### src/sv/sui_pkg.sv
// ----------------------------------------------------------------------------
// sui_pkg
// Shared types, codes and the pass table of the set union / intersection /
// difference engine.
// ----------------------------------------------------------------------------
package sui_pkg;

  localparam int SET_DEPTH_DEF = 32;
  localparam int VAL_W         = 32;

  // request codes carried in the input tuser
  typedef enum logic [1:0] {
    REQ_ADD_A = 2'd0,
    REQ_ADD_B = 2'd1,
    REQ_RUN   = 2'd2,
    REQ_CLEAR = 2'd3
  } req_t;

  // result kinds
  localparam logic [1:0] KIND_STATUS = 2'd0;
  localparam logic [1:0] KIND_ELEM   = 2'd1;
  localparam logic [1:0] KIND_EMPTY  = 2'd2;

  // load status codes
  localparam logic [1:0] ST_OK   = 2'd0;
  localparam logic [1:0] ST_DUP  = 2'd1;
  localparam logic [1:0] ST_FULL = 2'd2;

  // operation codes
  localparam logic [2:0] OP_UNION = 3'd0;
  localparam logic [2:0] OP_INTER = 3'd1;
  localparam logic [2:0] OP_A_B   = 3'd2;
  localparam logic [2:0] OP_B_A   = 3'd3;
  localparam logic [2:0] OP_SYM   = 3'd4;

  // what a probe does when it leaves the chain
  typedef enum logic [1:0] {
    PK_LOAD  = 2'd0,
    PK_ELEM  = 2'd1,
    PK_END   = 2'd2,
    PK_CLEAR = 2'd3
  } pkind_t;

  typedef struct packed {
    logic             vld;
    pkind_t           kind;
    logic             cmp_b;        // compare against set B, else set A
    logic             keep_in;      // keep the element when it is found
    logic             always_keep;  // keep the element unconditionally
    logic             hit;          // found in the compared set so far
    logic [VAL_W-1:0] val;
  } probe_t;

  typedef struct packed {
    logic en;
    logic src_b;
    logic keep_in;
    logic always_keep;
  } pass_t;

  // source and filter of each pass of a run
  function automatic pass_t pass_desc(input logic [2:0] op, input logic second);
    pass_t d;
    d = '0;
    unique case (op)
      OP_UNION: d = second ? '{1'b1, 1'b1, 1'b0, 1'b0} : '{1'b1, 1'b0, 1'b0, 1'b1};
      OP_INTER: d = second ? '0 : '{1'b1, 1'b0, 1'b1, 1'b0};
      OP_A_B:   d = second ? '0 : '{1'b1, 1'b0, 1'b0, 1'b0};
      OP_B_A:   d = second ? '0 : '{1'b1, 1'b1, 1'b0, 1'b0};
      OP_SYM:   d = second ? '{1'b1, 1'b1, 1'b0, 1'b0} : '{1'b1, 1'b0, 1'b0, 1'b0};
      default:  d = '0;
    endcase
    return d;
  endfunction

endpackage

### src/sv/sui_cell.sv
// ----------------------------------------------------------------------------
// sui_cell
// One slot of the set chain: holds one element of A and one of B, compares
// the passing probe against the selected one and hands the probe on.
// ----------------------------------------------------------------------------
module sui_cell (
  input  logic                              clk,
  input  logic                              rst,
  input  logic                              adv,
  input  logic                              act_a,
  input  logic                              act_b,
  input  logic                              wr_a,
  input  logic                              wr_b,
  input  logic [sui_pkg::VAL_W-1:0]         wr_data,
  input  sui_pkg::probe_t                   probe_in,
  output sui_pkg::probe_t                   probe_out,
  output logic [sui_pkg::VAL_W-1:0]         a_val,
  output logic [sui_pkg::VAL_W-1:0]         b_val
);
  import sui_pkg::*;

  logic [VAL_W-1:0] a_q;
  logic [VAL_W-1:0] b_q;
  probe_t           probe_next;
  logic             match;

  assign a_val = a_q;
  assign b_val = b_q;

  always_comb begin
    match = probe_in.cmp_b ? (act_b && (b_q == probe_in.val))
                           : (act_a && (a_q == probe_in.val));
    probe_next     = probe_in;
    probe_next.hit = probe_in.hit | match;
  end

  always_ff @(posedge clk) begin
    if (wr_a) begin
      a_q <= wr_data;
    end
    if (wr_b) begin
      b_q <= wr_data;
    end
  end

  always_ff @(posedge clk) begin
    if (rst) begin
      probe_out <= '0;
    end else if (adv) begin
      probe_out <= probe_next;
    end
  end

endmodule

### config.mk
export PLATFORM = sky130hd
export DESIGN_NAME = sui_cell
export DESIGN_NICKNAME = d
export VERILOG_FILES = /design/src/sv/sui_pkg.sv /design/src/sv/sui_cell.sv
export SDC_FILE = /design/constraint.sdc
export NUM_CORES = 1
export LEC_CHECK = 0
export ABC_AREA = 1
export BUFFER_PORTS_ARGS = -buffer_cell sky130_fd_sc_hd__buf_2
export CAP_MARGIN = 20
export CORE_MARGIN = 5
export CORE_UTILIZATION = 38
export DETAILED_ROUTE_END_ITERATION = 10
export PLACE_DENSITY = 0.76
export SYNTH_ARGS = -nofsm -noshare
export SYNTH_HDL_FRONTEND = slang
export SYNTH_SLANG_ARGS = --single-unit
### constraint.sdc
create_clock -name clk -period 3.1 [get_ports clk]
set_input_delay 0.31 -clock clk [delete_from_list [all_inputs] [get_ports clk]]
set_output_delay 0.31 -clock clk [all_outputs]
set_load 0.005 [all_outputs]
After elaboration in Yosys (flattened, before gate mapping)

Index checks and enable logic that the tools add are counted.

Register bits: 103
Bits of input ports: 78
Word-level logic and storage cells: 15

Equal/unequal tests: 2
Multiplexer cells: 1
Bitwise logic cells: 1
Reductions and logical operators: 2

Operator list:

| operator          | number |
|---|---|
| 32-bit == test    | 2 |
| 1-bit logical AND | 2 |
| 1-bit 2-to-1 mux  | 1 |
| 1-bit bitwise OR  | 1 |

Longest topological paths before layout

Depth in word-level cells: 4
Gate-level depth with buffers: 12
Gate-level depth less buffers: 12

Least setup slack after synthesis

OpenSTA, ideal clock, no wires.

Kind: reg-to-reg
Start point: register a_q[31] (netlist: a_val[31])
End point: register probe_out[32] (netlist bit)
Data arrival time: 1.060 ns
Required time: 3.044 ns
Setup slack: 1.984 ns
Cell stages (with the launch flop): 12
Buffers on the path: 0
Clock period less this slack: 1.116 ns
Cells stage by stage: edfxtp_1 nand2_1 nand2_1 nor2_2 nand2_1 nor2_1 nand2_1 nor2_1 nand2_1 nand3_1 nand2_1 inv_1

Cells in the longest elaborated chain, start to end: 4

Ends and longest elaborated chain:

| item                   | line           | text |
|---|---|---|
| from (decl)            | sui_cell.sv:22 | `logic [VAL_W-1:0] a_q;` |
| from (signal assigned) | sui_cell.sv:39 | `a_q <= wr_data;` |
| 32-bit == test         | sui_cell.sv:32 | `: (act_a && (a_q == probe_in.val));` |
| 1-bit logical AND      | sui_cell.sv:32 |  |
| 1-bit 2-to-1 mux       | sui_cell.sv:31 | `match = probe_in.cmp_b ? (act_b && (b_q == probe_in.val))` |
| 1-bit bitwise OR       | sui_cell.sv:34 | `probe_next.hit = probe_in.hit \| match;` |
| to (signal assigned)   | sui_cell.sv:50 | `probe_out <= probe_next;` |
| to (decl)              | sui_cell.sv:16 | `output sui_pkg::probe_t probe_out,` |

No other way between the ends.
A chain may end at the register's enable or synchronous reset.

Worst setup path in the final report

Start point: register b_q[7] (netlist: b_val[7])
End point: register probe_out[32] (netlist bit)

Cells in the longest elaborated chain, start to end: 4

Ends and longest elaborated chain:

| item                   | line           | text |
|---|---|---|
| from (decl)            | sui_cell.sv:23 | `logic [VAL_W-1:0] b_q;` |
| from (signal assigned) | sui_cell.sv:42 | `b_q <= wr_data;` |
| 32-bit == test         | sui_cell.sv:31 |  |
| 1-bit logical AND      | sui_cell.sv:31 |  |
| 1-bit 2-to-1 mux       | sui_cell.sv:31 |  |
| 1-bit bitwise OR       | sui_cell.sv:34 |  |

No other way between the ends.

==> reports/results.txt <==
Outcome: finished, final reports clean
Post-Layout Cell Count: 758
First-pass GRT wire length: 18.2 mm
Post-DP HPWL: 9.08 mm
Synth area leader: edfxtp_1
Global router's overall resource usage: 0.177
Hold EP: b_val[21]
CTS root buf: clkbuf_8
P_leak: 2.56 nW
Cells after Synth: 433
Fmax: 739 MHz
Setup crit end kind: flip-flop
Setup TNS: 0 ns
Fillers: 1,038
Min-delay src: wr_data[21]
Die height: 116 µm
Layout Skew: 0.00960 ns
Yosys reg bits: 103
Final Routed Wirelength: 11.8 mm
Pre-Repair DR Iteration Count: 4
Final Hold Fails: 0
Part of the cycle the worst path needs: 0.437
Slew Viols, Final: 0
CTS Buffer Depth: 2
Synth Net Count: 511
Cts bufs inserted: 9
Met1 Track Usage GR: 0.223
Gr ovfl total: 0
Routed wire per std cell: 15.5 µm
Worst skew pair latency: 0.37 ns
Slew of the pin with the lowest slew margin: 0.868 ns
Top-area cell type share of the netlist area: 0.453
Setup crit start kind: flip-flop
Layout cells sized above 1: 0.332
Drc violations: 0
Clock sinks: 103
Syn_area_per_cell: 9.80 µm²
DR vias: 3,538
Peak supply drop: 0.400 mV
Area grow syn2layout: 29.1%
Global-route layer with the greatest usage: met2
Hold WS: 0.124 ns
RSZ-0062 raised after global routing: no
Antenna-violating nets left: 0
Count of standard-cell rows: 38
Die span in x: 116 µm
CTS tree: built
CTS resizes: 0
Worst min path class: in -> reg
Met3 usage: 0.0595
Setup Viol. Count Final: 0
Post-Syn Area: 4240 µm²
Register area share after synthesis: 0.637
Arrival time worst endpoint: 1.67 ns
Routability Congestion: 0.883
Vias per cell: 4.67
Maxcap violations: 0
Io pins: 181
Worst reg2reg path depth: 9
Synth warn: 0
Synth cell types: 20
CP max FO: 3
Slew margin rel.: 0.421
PD cells: 529 nW/µm²
Final #Nets: 691
Met2 global-route usage: 0.290
Crit Path Category: reg -> reg
Worst Path Required: 3.42 ns
Flop-to-flop setup slack: 1.75 ns
R2R Path Start: b_val[7]
Largest net degree at the start of global routing: 40
Hold Path Depth: 1
Worst r2r dst: probe_out[32]
Initial antenna violation count: 0
CTS clk-pin slew, worst paths: 0.11 ns
Dpl cells: 742
1st-iter DRT viols: 304
Initial Utilization: 0.390
Vias in the first global route: 3,574
Setup bufs post-CTS: 0
Antenna Cells: 0
I/O Buffers: 180
Synth area leaders: edfxtp_1 45%, dfxtp_1 18%, nand2_1 10%, nor2_1 5.0%, xnor2_1 4.3%
Max H-tree Level: 3
Die area: 13,400 µm²
Min Tclk post-route: 1.35 ns
CTS Hold Bufs: 0
Floorplan core area: 10,900 µm²
==> how the worst max path moves through the flow <==
stage	from	slack (ns)	to
final	b_val[7]	1.75	probe_out[32]
after global routing	b_val[6]	1.58	probe_out[32]
after CTS	b_val[7]	1.72	probe_out[32]
after detailed placement	adv	1.38	probe_out[32]
after global placement	adv	1.42	probe_out[32]
after floorplan	a_val[31]	1.98	probe_out[32]
==> layout by cell type, fill, tap and decap left out, drive strengths merged <==
cell / n
a211oi: 23
dfxtp: 39
clkbuf: 9
o22ai: 1
buf: 181
bufinv: 1
a21oi: 16
nand4: 6
inv: 53
edfxtp: 64
o21ai: 10
nand3: 8
nand2: 118
xnor2: 21
clkinv: 3
xor2: 6
or2: 2
nor2: 57
==> synth_stat cells <==
cell type / count
nand2_1: 117
edfxtp_1: 64
nor2_1: 56
inv_1: 44
dfxtp_1: 39
a211oi_1: 23
xnor2_1: 21
a21oi_1: 16
o21ai_0: 10
nand3_1: 8
buf_2: 7
inv_2: 6
nand4_1: 6
xor2_1: 6
clkbuf_1: 4
or2_0: 2
buf_1: 1
nand2_2: 1
nor2_2: 1
o22ai_1: 1
==> worst max-delay path, cell delays in order, from the launching register on <==
cell      delay (ns)
edfxtp_1        0.43
nand2_1         0.08
o21ai_0         0.09
nor2_1          0.17
nand3_1         0.11
nor2_1          0.17
nand3_1         0.09
nand3_1         0.07
nand2_1         0.05
inv_1           0.04
==> per-stage QoR <==
stage	util	setup slack [ns]	cell area, µm²	power, mW
floorplan	-	1.98	4240	1.83
CTS	0.503	1.72	5470	2.94
global placement	0.484	1.42	5270	2.05
detailed placement	0.484	1.38	5270	2.07
global route	0.503	1.58	5470	3.06
finish	0.503	1.75	5470	2.90
==> logic make-up (layout without fill, tap and decap cells) <==
kind of cell,after synthesis,in the layout,synth area share
AOI/OAI and AO/OA,50,50,0.0729
and+or+nand+nor,191,191,0.177
xor gates and xnor gates,27,27,0.0558
DFF,103,103,0.637
buffers and inverters,62,247,0.0569
==> flip-flops by register name (all words and copies together) (netlist names) <==
register   count
a_val         32
b_val         32
probe_out     39
==> per-layer routing <==
layer  vias to the layer above  wire length, µm
met1                      1618             5010
met2                       145             5600
met3                        10             1060
li1                       1765                -
met5                         -                0
met4                         0              110
==> power by group <==
part           leakage (nW)  internal [mW]  switching [mW]  total (mW)
clock                 0.106          0.384           0.481       0.865
sequential            0.950           1.56          0.0668        1.63
combinational          1.50          0.179           0.222       0.401
==> layout make-up <==
cell class / count / area (µm²) / area share
repair buffers: 181 / 908 / 0.166
inverters: 50 / 188 / 0.0343
multi-input cells: 268 / 1300 / 0.237
flip-flops and latches: 103 / 2700 / 0.494
clock inverters: 7 / 78.8 / 0.0144
clock buffers: 9 / 124 / 0.0226
well taps: 140 / 175 / 0.0320
Power figures use the tool's default switching activity.
